`config.mk`:
```
export PLATFORM = sky130hd
export DESIGN_NAME = rle_run_literal_decoder
export DESIGN_NICKNAME = d
export VERILOG_FILES = /design/src/rtl/core/rle_pkg.sv /design/src/rtl/core/rle_front.sv /design/src/rtl/core/rle_cmd_fifo.sv /design/src/rtl/core/rle_back.sv /design/src/rtl/core/rle_run_literal_decoder.sv
export SDC_FILE = /design/constraint.sdc
export NUM_CORES = 1
export LEC_CHECK = 0
export BUFFER_PORTS_ARGS = -buffer_cell sky130_fd_sc_hd__buf_2
export CORE_ASPECT_RATIO = 1.4
export CORE_MARGIN = 2
export CORE_UTILIZATION = 52
export CTS_CLUSTER_SIZE = 28
export DETAILED_ROUTE_END_ITERATION = 16
export PLACE_DENSITY = 0.78
export REMOVE_ABC_BUFFERS = 1
export SLEW_MARGIN = 0
export SYNTH_ARGS = -nofsm -noshare
export SYNTH_HDL_FRONTEND = slang
export SYNTH_SLANG_ARGS = --single-unit
export TNS_END_PERCENT = 10
```
`constraint.sdc`:
```
create_clock -name clk_i -period 5.2 [get_ports clk_i]
set_input_delay 0.52 -clock clk_i [delete_from_list [all_inputs] [get_ports clk_i]]
set_output_delay 0.52 -clock clk_i [all_outputs]
set_load 0.005 [all_outputs]
```
`src/rtl/core/rle_pkg.sv`:
```
`timescale 1ns / 1ps
// ----------------------------------------------------------------------------
// rle_pkg
// Shared types and constants of the run/literal byte-stream decoder.
// ----------------------------------------------------------------------------
package rle_pkg;

  localparam int unsigned OutLanes    = 8;
  localparam int unsigned ByteW       = 8;
  localparam int unsigned LenW        = 9;
  localparam int unsigned LaneCntW    = 4;
  localparam int unsigned WordW       = 64;
  localparam int unsigned FifoDepth   = 2;
  localparam int unsigned FifoPtrW    = (FifoDepth > 1) ? $clog2(FifoDepth) : 1;
  localparam int unsigned FifoCntW    = $clog2(FifoDepth + 1);
  localparam logic [ByteW-1:0] CutoffReset = 8'd128;

  typedef enum logic [1:0] {
    PH_CONTROL = 2'd0,
    PH_RUN     = 2'd1,
    PH_LITERAL = 2'd2
  } phase_e;

  typedef enum logic {
    CMD_EXPAND = 1'b0,
    CMD_ERROR  = 1'b1
  } cmd_kind_e;

  typedef struct packed {
    logic [ByteW-1:0] in_byte;
    logic             stream_last;
  } rle_in_t;

  typedef struct packed {
    logic [WordW-1:0]    out_bytes;
    logic [LaneCntW-1:0] lane_count;
    logic                item_last;
    logic                stream_end;
    logic                decode_error;
  } rle_out_t;

  // one classified item handed from front to back
  typedef struct packed {
    cmd_kind_e        kind;
    logic [ByteW-1:0] data;
    logic [LenW-1:0]  len;
    logic             last;
  } rle_cmd_t;

endpackage

```
`src/rtl/core/rle_front.sv`:
```
`timescale 1ns / 1ps
// ----------------------------------------------------------------------------
// rle_front
// Accepts compressed bytes, tracks control/run/literal phase and pushes one
// expand or error command per byte that produces output.
// ----------------------------------------------------------------------------
module rle_front (
  input  logic              clk_i,
  input  logic              rst_ni,
  input  logic              cfg_valid_i,
  input  logic [7:0]        cfg_data_i,
  input  logic              in_valid_i,
  input  rle_pkg::rle_in_t  in_data_i,
  output logic              in_stall_o,
  input  logic              fifo_full_i,
  output logic              push_o,
  output rle_pkg::rle_cmd_t cmd_o
);
  import rle_pkg::*;

  phase_e           phase_q, phase_d;
  logic [LenW-1:0]  count_q, count_d;
  logic [ByteW-1:0] cutoff_q;
  logic             accept;
  logic [LenW-1:0]  byte_ext;
  logic [LenW-1:0]  cut_ext;

  assign in_stall_o = fifo_full_i;
  assign accept     = in_valid_i && !fifo_full_i;
  assign byte_ext   = {1'b0, in_data_i.in_byte};
  assign cut_ext    = {1'b0, cutoff_q};

  always_ff @(posedge clk_i or negedge rst_ni) begin
    if (!rst_ni) begin
      cutoff_q <= CutoffReset;
    end else if (cfg_valid_i) begin
      cutoff_q <= cfg_data_i;
    end
  end

  // next state
  always_comb begin
    phase_d = phase_q;
    count_d = count_q;
    if (accept) begin
      unique case (phase_q)
        PH_RUN: begin
          phase_d = PH_CONTROL;
          count_d = '0;
        end
        PH_LITERAL: begin
          if (in_data_i.stream_last) begin
            phase_d = PH_CONTROL;
            count_d = '0;
          end else begin
            count_d = (count_q != '0) ? count_q - LenW'(1) : '0;
            if (count_d == '0) begin
              phase_d = PH_CONTROL;
            end
          end
        end
        default: begin
          if (in_data_i.stream_last) begin
            phase_d = PH_CONTROL;
            count_d = '0;
          end else if (in_data_i.in_byte <= cutoff_q) begin
            phase_d = PH_RUN;
            count_d = byte_ext + LenW'(1);
          end else begin
            phase_d = PH_LITERAL;
            count_d = byte_ext - cut_ext + LenW'(1);
          end
        end
      endcase
    end
  end

  // command outputs
  always_comb begin
    push_o      = 1'b0;
    cmd_o.kind  = CMD_EXPAND;
    cmd_o.data  = in_data_i.in_byte;
    cmd_o.len   = LenW'(1);
    cmd_o.last  = in_data_i.stream_last;
    unique case (phase_q)
      PH_RUN: begin
        push_o    = accept;
        cmd_o.len = count_q;
      end
      PH_LITERAL: begin
        push_o     = accept;
        cmd_o.kind = in_data_i.stream_last ? CMD_ERROR : CMD_EXPAND;
      end
      default: begin
        push_o     = accept && in_data_i.stream_last;
        cmd_o.kind = CMD_ERROR;
      end
    endcase
  end

  always_ff @(posedge clk_i or negedge rst_ni) begin
    if (!rst_ni) begin
      phase_q <= PH_CONTROL;
      count_q <= '0;
    end else begin
      phase_q <= phase_d;
      count_q <= count_d;
    end
  end

  a_lit_count : assert property (@(posedge clk_i) disable iff (!rst_ni)
    phase_q == PH_LITERAL |-> count_q != '0)
    else $error("literal phase with empty count");

  a_run_len : assert property (@(posedge clk_i) disable iff (!rst_ni)
    phase_q == PH_RUN |-> count_q != '0)
    else $error("run armed with zero length");

  a_push_full : assert property (@(posedge clk_i) disable iff (!rst_ni)
    push_o |-> !fifo_full_i)
    else $error("command pushed into full queue");

endmodule

```
`src/rtl/core/rle_cmd_fifo.sv`:
```
`timescale 1ns / 1ps
// ----------------------------------------------------------------------------
// rle_cmd_fifo
// Short command queue between the front and the back of the decoder.
// ----------------------------------------------------------------------------
module rle_cmd_fifo (
  input  logic              clk_i,
  input  logic              rst_ni,
  input  logic              push_i,
  input  rle_pkg::rle_cmd_t wdata_i,
  input  logic              pop_i,
  output rle_pkg::rle_cmd_t rdata_o,
  output logic              full_o,
  output logic              empty_o
);
  import rle_pkg::*;

  rle_cmd_t              mem_q [FifoDepth];
  logic [FifoPtrW-1:0]   wptr_q, rptr_q;
  logic [FifoCntW-1:0]   cnt_q;

  assign full_o  = (cnt_q == FifoCntW'(FifoDepth));
  assign empty_o = (cnt_q == '0);
  assign rdata_o = mem_q[rptr_q];

  always_ff @(posedge clk_i) begin
    if (push_i) begin
      mem_q[wptr_q] <= wdata_i;
    end
  end

  always_ff @(posedge clk_i or negedge rst_ni) begin
    if (!rst_ni) begin
      wptr_q <= '0;
      rptr_q <= '0;
      cnt_q  <= '0;
    end else begin
      if (push_i) begin
        wptr_q <= (wptr_q == FifoPtrW'(FifoDepth - 1)) ? '0 : wptr_q + FifoPtrW'(1);
      end
      if (pop_i) begin
        rptr_q <= (rptr_q == FifoPtrW'(FifoDepth - 1)) ? '0 : rptr_q + FifoPtrW'(1);
      end
      if (push_i && !pop_i) begin
        cnt_q <= cnt_q + FifoCntW'(1);
      end else if (pop_i && !push_i) begin
        cnt_q <= cnt_q - FifoCntW'(1);
      end
    end
  end

  a_no_overflow : assert property (@(posedge clk_i) disable iff (!rst_ni)
    full_o |-> !push_i || pop_i)
    else $error("queue overflow");

  a_no_underflow : assert property (@(posedge clk_i) disable iff (!rst_ni)
    empty_o |-> !pop_i)
    else $error("queue underflow");

  a_cnt_range : assert property (@(posedge clk_i) disable iff (!rst_ni)
    cnt_q <= FifoCntW'(FifoDepth))
    else $error("queue count out of range");

endmodule

```
`src/rtl/core/rle_back.sv`:
```
`timescale 1ns / 1ps
// ----------------------------------------------------------------------------
// rle_back
// Pops commands and expands them into packed lane words, one word a cycle
// while the output is not stalled, through a registered output stage.
// ----------------------------------------------------------------------------
module rle_back (
  input  logic              clk_i,
  input  logic              rst_ni,
  input  rle_pkg::rle_cmd_t cmd_i,
  input  logic              empty_i,
  output logic              pop_o,
  output logic              out_valid_o,
  input  logic              out_stall_i,
  output rle_pkg::rle_out_t out_data_o
);
  import rle_pkg::*;

  logic             act_q, act_d;
  logic [LenW-1:0]  left_q, left_d;
  logic [ByteW-1:0] byte_q, byte_d;
  logic             last_q, last_d;
  logic             out_valid_q, out_valid_d;
  rle_out_t         out_q, out_d;

  logic             load, go;
  rle_cmd_t         src;
  logic [LenW-1:0]  cnt, rem;
  logic [WordW-1:0] word;

  assign load  = !out_valid_q || !out_stall_i;
  assign go    = load && (act_q || !empty_i);
  assign pop_o = load && !act_q && !empty_i;

  // continue the active run, else start the queue head
  always_comb begin
    if (act_q) begin
      src.kind = CMD_EXPAND;
      src.data = byte_q;
      src.len  = left_q;
      src.last = last_q;
    end else begin
      src = cmd_i;
    end
  end

  always_comb begin
    cnt = (src.len > LenW'(OutLanes)) ? LenW'(OutLanes) : src.len;
    rem = src.len - cnt;
    word = '0;
    for (int unsigned k = 0; k < OutLanes; k++) begin
      if (LenW'(k) < cnt) begin
        word[k*ByteW +: ByteW] = src.data;
      end
    end
  end

  always_comb begin
    act_d       = act_q;
    left_d      = left_q;
    byte_d      = byte_q;
    last_d      = last_q;
    out_valid_d = out_valid_q;
    out_d       = out_q;
    if (load) begin
      out_valid_d = go;
    end
    if (go) begin
      if (src.kind == CMD_ERROR) begin
        out_d.out_bytes    = '0;
        out_d.lane_count   = '0;
        out_d.item_last    = 1'b1;
        out_d.stream_end   = 1'b1;
        out_d.decode_error = 1'b1;
        act_d              = 1'b0;
      end else begin
        out_d.out_bytes    = word;
        out_d.lane_count   = cnt[LaneCntW-1:0];
        out_d.item_last    = (rem == '0);
        out_d.stream_end   = (rem == '0) && src.last;
        out_d.decode_error = 1'b0;
        act_d              = (rem != '0);
      end
      left_d = rem;
      byte_d = src.data;
      last_d = src.last;
    end
  end

  always_ff @(posedge clk_i or negedge rst_ni) begin
    if (!rst_ni) begin
      act_q       <= 1'b0;
      out_valid_q <= 1'b0;
    end else begin
      act_q       <= act_d;
      out_valid_q <= out_valid_d;
    end
  end

  always_ff @(posedge clk_i) begin
    left_q <= left_d;
    byte_q <= byte_d;
    last_q <= last_d;
    out_q  <= out_d;
  end

  assign out_valid_o = out_valid_q;
  assign out_data_o  = out_q;

  a_err_shape : assert property (@(posedge clk_i) disable iff (!rst_ni)
    out_valid_q && out_q.decode_error |->
      out_q.lane_count == '0 && out_q.item_last && out_q.stream_end)
    else $error("malformed error beat");

  a_end_is_last : assert property (@(posedge clk_i) disable iff (!rst_ni)
    out_valid_q && out_q.stream_end |-> out_q.item_last)
    else $error("stream end without item end");

  a_more_to_come : assert property (@(posedge clk_i) disable iff (!rst_ni)
    out_valid_q && !out_q.item_last |-> act_q)
    else $error("partial run beat with nothing pending");

  a_active_left : assert property (@(posedge clk_i) disable iff (!rst_ni)
    act_q |-> left_q != '0)
    else $error("active run with no bytes left");

endmodule

```
`src/rtl/core/rle_run_literal_decoder.sv`:
```
`timescale 1ns / 1ps
// Path: a byte's command goes through the command queue into the registered output stage.
// Throughput: one byte a cycle unless the queue is full; control bytes give no beat unless
//   they end the stream, literal and error bytes one beat, a run of length n ceil(n/8) beats.
// A two-entry command queue lets the input keep flowing while a run is expanded.
// Reset clears phase, counts, queue and output valid; the cutoff resets to 128.
// ----------------------------------------------------------------------------
// rle_run_literal_decoder
// Run/literal byte-stream decoder: front classifier, command queue, expander.
// ----------------------------------------------------------------------------
module rle_run_literal_decoder (
  input  logic              clk_i,
  input  logic              rst_ni,
  input  logic              cfg_valid_i,
  output logic              cfg_ready_o,
  input  logic [7:0]        cfg_data_i,
  input  logic              in_valid_i,
  output logic              in_stall_o,
  input  rle_pkg::rle_in_t  in_data_i,
  output logic              out_valid_o,
  input  logic              out_stall_i,
  output rle_pkg::rle_out_t out_data_o
);
  import rle_pkg::*;

  rle_cmd_t push_cmd, head_cmd;
  logic     push, pop, full, empty;

  assign cfg_ready_o = 1'b1;

  rle_front u_front (
    .clk_i       (clk_i),
    .rst_ni      (rst_ni),
    .cfg_valid_i (cfg_valid_i),
    .cfg_data_i  (cfg_data_i),
    .in_valid_i  (in_valid_i),
    .in_data_i   (in_data_i),
    .in_stall_o  (in_stall_o),
    .fifo_full_i (full),
    .push_o      (push),
    .cmd_o       (push_cmd)
  );

  rle_cmd_fifo u_fifo (
    .clk_i   (clk_i),
    .rst_ni  (rst_ni),
    .push_i  (push),
    .wdata_i (push_cmd),
    .pop_i   (pop),
    .rdata_o (head_cmd),
    .full_o  (full),
    .empty_o (empty)
  );

  rle_back u_back (
    .clk_i       (clk_i),
    .rst_ni      (rst_ni),
    .cmd_i       (head_cmd),
    .empty_i     (empty),
    .pop_o       (pop),
    .out_valid_o (out_valid_o),
    .out_stall_i (out_stall_i),
    .out_data_o  (out_data_o)
  );

endmodule
```
==> results by group <==
Power and ir drop
  • Switching power total: around 1200 µW
  • Pwr Density: 457 nW/µm²
  • Flop pwr share: ~45%
  • Int Power: 2570 µW
  • Final Power: about 3800 µW
  • Combinational share of power: between 20% and 30%
  • Clock power share: 31.9%
  • LEAKAGE: 0.00341 µW
  • Switching Share: 32.1%
  • Worst VDD drop: 0.000219 V

Die
  • Initial Utilization: 52.6%
  • Die area: 14400 µm²
  • Rows: 50
  • Core Area: 13300 µm²
  • Num ports: 96
  • Die Span X: 102 µm
  • Die Y: 141 µm

Clock tree
  • Post-CTS sizing: 0
  • Sink Count: 152
  • Setup Fix Bufs, Post-CTS: 0
  • Clock-pin slew on the worst setup and hold paths: around 0.07 ns
  • Worst-skew pair later-pin latency: between 0.4 and 0.5 ns
  • CTS root buf: clkbuf_16
  • H-tree levels: 4
  • Deepest clock path buffer count: 2
  • CTS tree: done
  • CTS Buf Count: 17
  • CTS Hold Buffers Added: 0

Synthesis
  • Synth Area in Compound Gates: 8.55%
  • Avg Cell Area, Syn: between 10 and 15 µm²
  • Top_reg_cell synth: edfxtp_1
  • Asr flop ratio synth: 16.4%
  • FF+latch count, synth: 152
  • Yosys synthesis warning count: 0
  • Post-synthesis mux area share: 4.45%
  • Synthesized instance count: 578
  • Largest family of logic cells by synthesized area: simple AND/OR/NAND/NOR gates
  • Synth Cell Area: 6980 µm²
  • Fraction of the mapped netlist area in adder cells: between 5 and 6%
  • EDFF count, synth: 127
  • Seq/Total Area, Yosys: 63.6%
  • Synth cell types: 53
  • Simple-gate share of the synthesized area: approximately an eighth
  • Synth Area in XOR/XNOR: 2.13%

Cells and area
  • Most frequent cells in the layout: edfxtp_1 (127), nor2_1 (95), buf_2 (94)
  • Ratio of cells with drive above 1 in the final layout: 20.8%
  • Nets: 733
  • Fin cells: 879
  • Antenna cells: 0
  • Most common cell after layout, fill and taps aside: edfxtp_1
  • Area grow syn2layout: 18.4%

STA
  • Peak Freq: 254 MHz
  • Hold slack: 0.105 ns
  • Final setup violation count: 0
  • Unrepaired setup endpoints after global routing: false
  • Worst clock skew: 0.0118 ns
  • Pins Over Slew Limit: 0
  • Tmin final: 3.94 ns
  • Final Hold Vio Count: 0
  • Slew @ Worst Pin: 1.09 ns
  • Tcrit/Tclk final: ~76%
  • Worst relative slew slack: 26.1%

Global routing
  • GRT Overall Usage: 19.8%
  • First-pass GRT wire length: 22300 µm
  • Total gr overflow: 0
  • Initial antenna violation count: 0
  • Number of global-route vias before repair: 4789
  • Largest net degree at the start of global routing: 90

Routing
  • Number of detailed-route iterations in the first pass: 5
  • Vias post-DR: 4789
  • Via-to-Cell Ratio: 5.45
  • DRT Wirelength: between 10000 and 15000 µm
  • Iteration-0 DRC Markers: 271
  • Drt wl/cell: between 15 and 20 µm
  • Residual DRC: 0
  • Post-route ant nets: 0

Placement
  • I/O Buffers: 94
  • Placed cells: ~850
  • RePlAce Congestion: between 0.9 and 1
  • Post-DP HPWL: between 9000 and 10000 µm

Worst setup path
  • Most frequent CP cell: o21ai_0
  • Required time of the worst setup path: between 5 and 6 ns
  • Cell Chain, Critical Path: buf_4 > mux2i_1 > o21ai_0 > nor4_4 > nand2_2 > nand2b_1 > ha_1 > inv_1 > a31oi_1 > o21ai_0 > o41ai_1 > or4_1 > o31ai_1
  • Worst setup EP type: flop
  • CP max stage cell: o21ai_0
  • Arr. time, crit path: around 4.2 ns
  • Crit path kind: flop to flop
  • Worst Path Buf+Inv: 2
  • Flop2flop setup slack: 1.26 ns
  • Biggest cell delay along the critical path: about 0.70 ns
  • Worst Path Max Fanout: 16
  • Critical path's top delay family: compound AO/OA/AOI/OAI gates
  • Worst setup SP type: flop

Min path
  • Hold/Removal Path Class: input pin to async pin

Flow run
  • Max Cap Viol: 0

Run status
  • Result of the run: completed
[flip-flops by register name, summed over array words and instances, names as in the netlist]
register and cells:
u_back.act_q 1, u_back.byte_q 8, u_back.last_q 1, u_back.left_q 9, u_back.out_data_o 71, u_back.out_valid_o 1, u_fifo.cnt_q 2, u_fifo.mem_q 38
u_fifo.rptr_q 1, u_fifo.wptr_q 1, u_front.count_q 9, u_front.cutoff_q 8, u_front.phase_q 2
[synth_stat cells, types with 2 or more instances]
cell type / n / share of area (%)
edfxtp_1: 127 / 55
and2_1: 10 / 0.90
or4_1: 2 / 0.22
nand2_1: 47 / 2.5
buf_4: 2 / 0.22
nor2_1: 96 / 5.2
xor2_1: 8 / 1.0
o21bai_1: 5 / 0.54
o41ai_1: 5 / 0.63
mux2i_1: 24 / 3.4
fa_1: 4 / 1.1
buf_2: 2 / 0.14
a21oi_1: 23 / 1.6
nor2b_1: 3 / 0.27
a21o_1: 2 / 0.22
inv_1: 38 / 2.0
a31oi_1: 3 / 0.27
xnor2_1: 9 / 1.1
nand2b_1: 3 / 0.27
o21a_1: 6 / 0.65
nand3_1: 11 / 0.79
nor4_1: 5 / 0.45
o21ai_0: 32 / 2.3
clkbuf_1: 5 / 0.27
or2_2: 2 / 0.18
nor3b_1: 5 / 0.54
and3_1: 4 / 0.36
ha_1: 23 / 4.1
mux2_2: 3 / 0.48
o31a_1: 2 / 0.25
buf_1: 3 / 0.16
o21ai_1: 11 / 0.79
dfrtp_1: 24 / 8.6
nor3_1: 10 / 0.72
[cells by family (layout without fill, tap and decap cells)]
group,count (synthesis),after routing
other cells,1,2
flops,152,152
simple gates,202,202
fa+ha+maj,27,27
buf+inv,51,169
mux,29,29
xor+xnor,17,17
compound gates,99,99
[cell type report]
cell class	instances	area [µm²]
repair buffers	99	508
inverters	38	143
clock buffers	17	425
clock inverters	15	176
multi-input cells	376	2350
fillers	1037	4990
flip-flops and latches	152	4440
well taps	182	228
[layer usage]
metal	GRT usage, %	vias to the layer above	part of all wire, %
met3	3.72	32	5.1
met1	22.2	2277	39
met2	36.0	203	54
li1	-	2277	-
met4	8.56	0	2.4
met5	0	-	0
[worst reg2reg max path, delay by kind of cell, from the launching register on]
family          cells  cell delay, ns
compound gates      5            1.45
simple gates        4            0.96
flops               1            0.50
buf+inv             2            0.47
fa+ha+maj           1            0.25
mux                 1            0.14
[metrics by stage]
step                      setup slack, ns  util (%)  setup TNS (ns)  area [µm²]
final                                1.26      62.3               0        8270
after global routing                 1.04      62.3               0        8270
after CTS                            1.31      62.3               0        8270
after detailed placement             1.35      57.8               0        7670
after global placement               1.64      57.8               0        7670
after floorplan                    -0.178         -          -15.84        6920
[final timing paths]
path	start	endpoint	depth (start not counted)
min in group clk_i	cfg_data_i[2]	u_front.cutoff_q[2]	3
worst max register to register	u_fifo.rptr_q	u_back.out_data_o[1]	13
max in group asynchronous	rst_ni	u_front.cutoff_q[4]	1
worst min-delay path	rst_ni	u_front.count_q[1]	1
worst max-delay path	u_fifo.rptr_q	u_back.out_data_o[1]	13
worst min register to register	u_fifo.wptr_q	u_fifo.wptr_q	1
[power groups by stage]
stage                     clock network [µW]  logic, µW  registers, µW
after floorplan                            0        578           1730
after global placement                     0        812           1720
final                                   1210        866           1710
after CTS                               1220        863           1700
after global routing                    1270        969           1730
after detailed placement                   0        857           1730
Power figures use the tool's default switching activity.
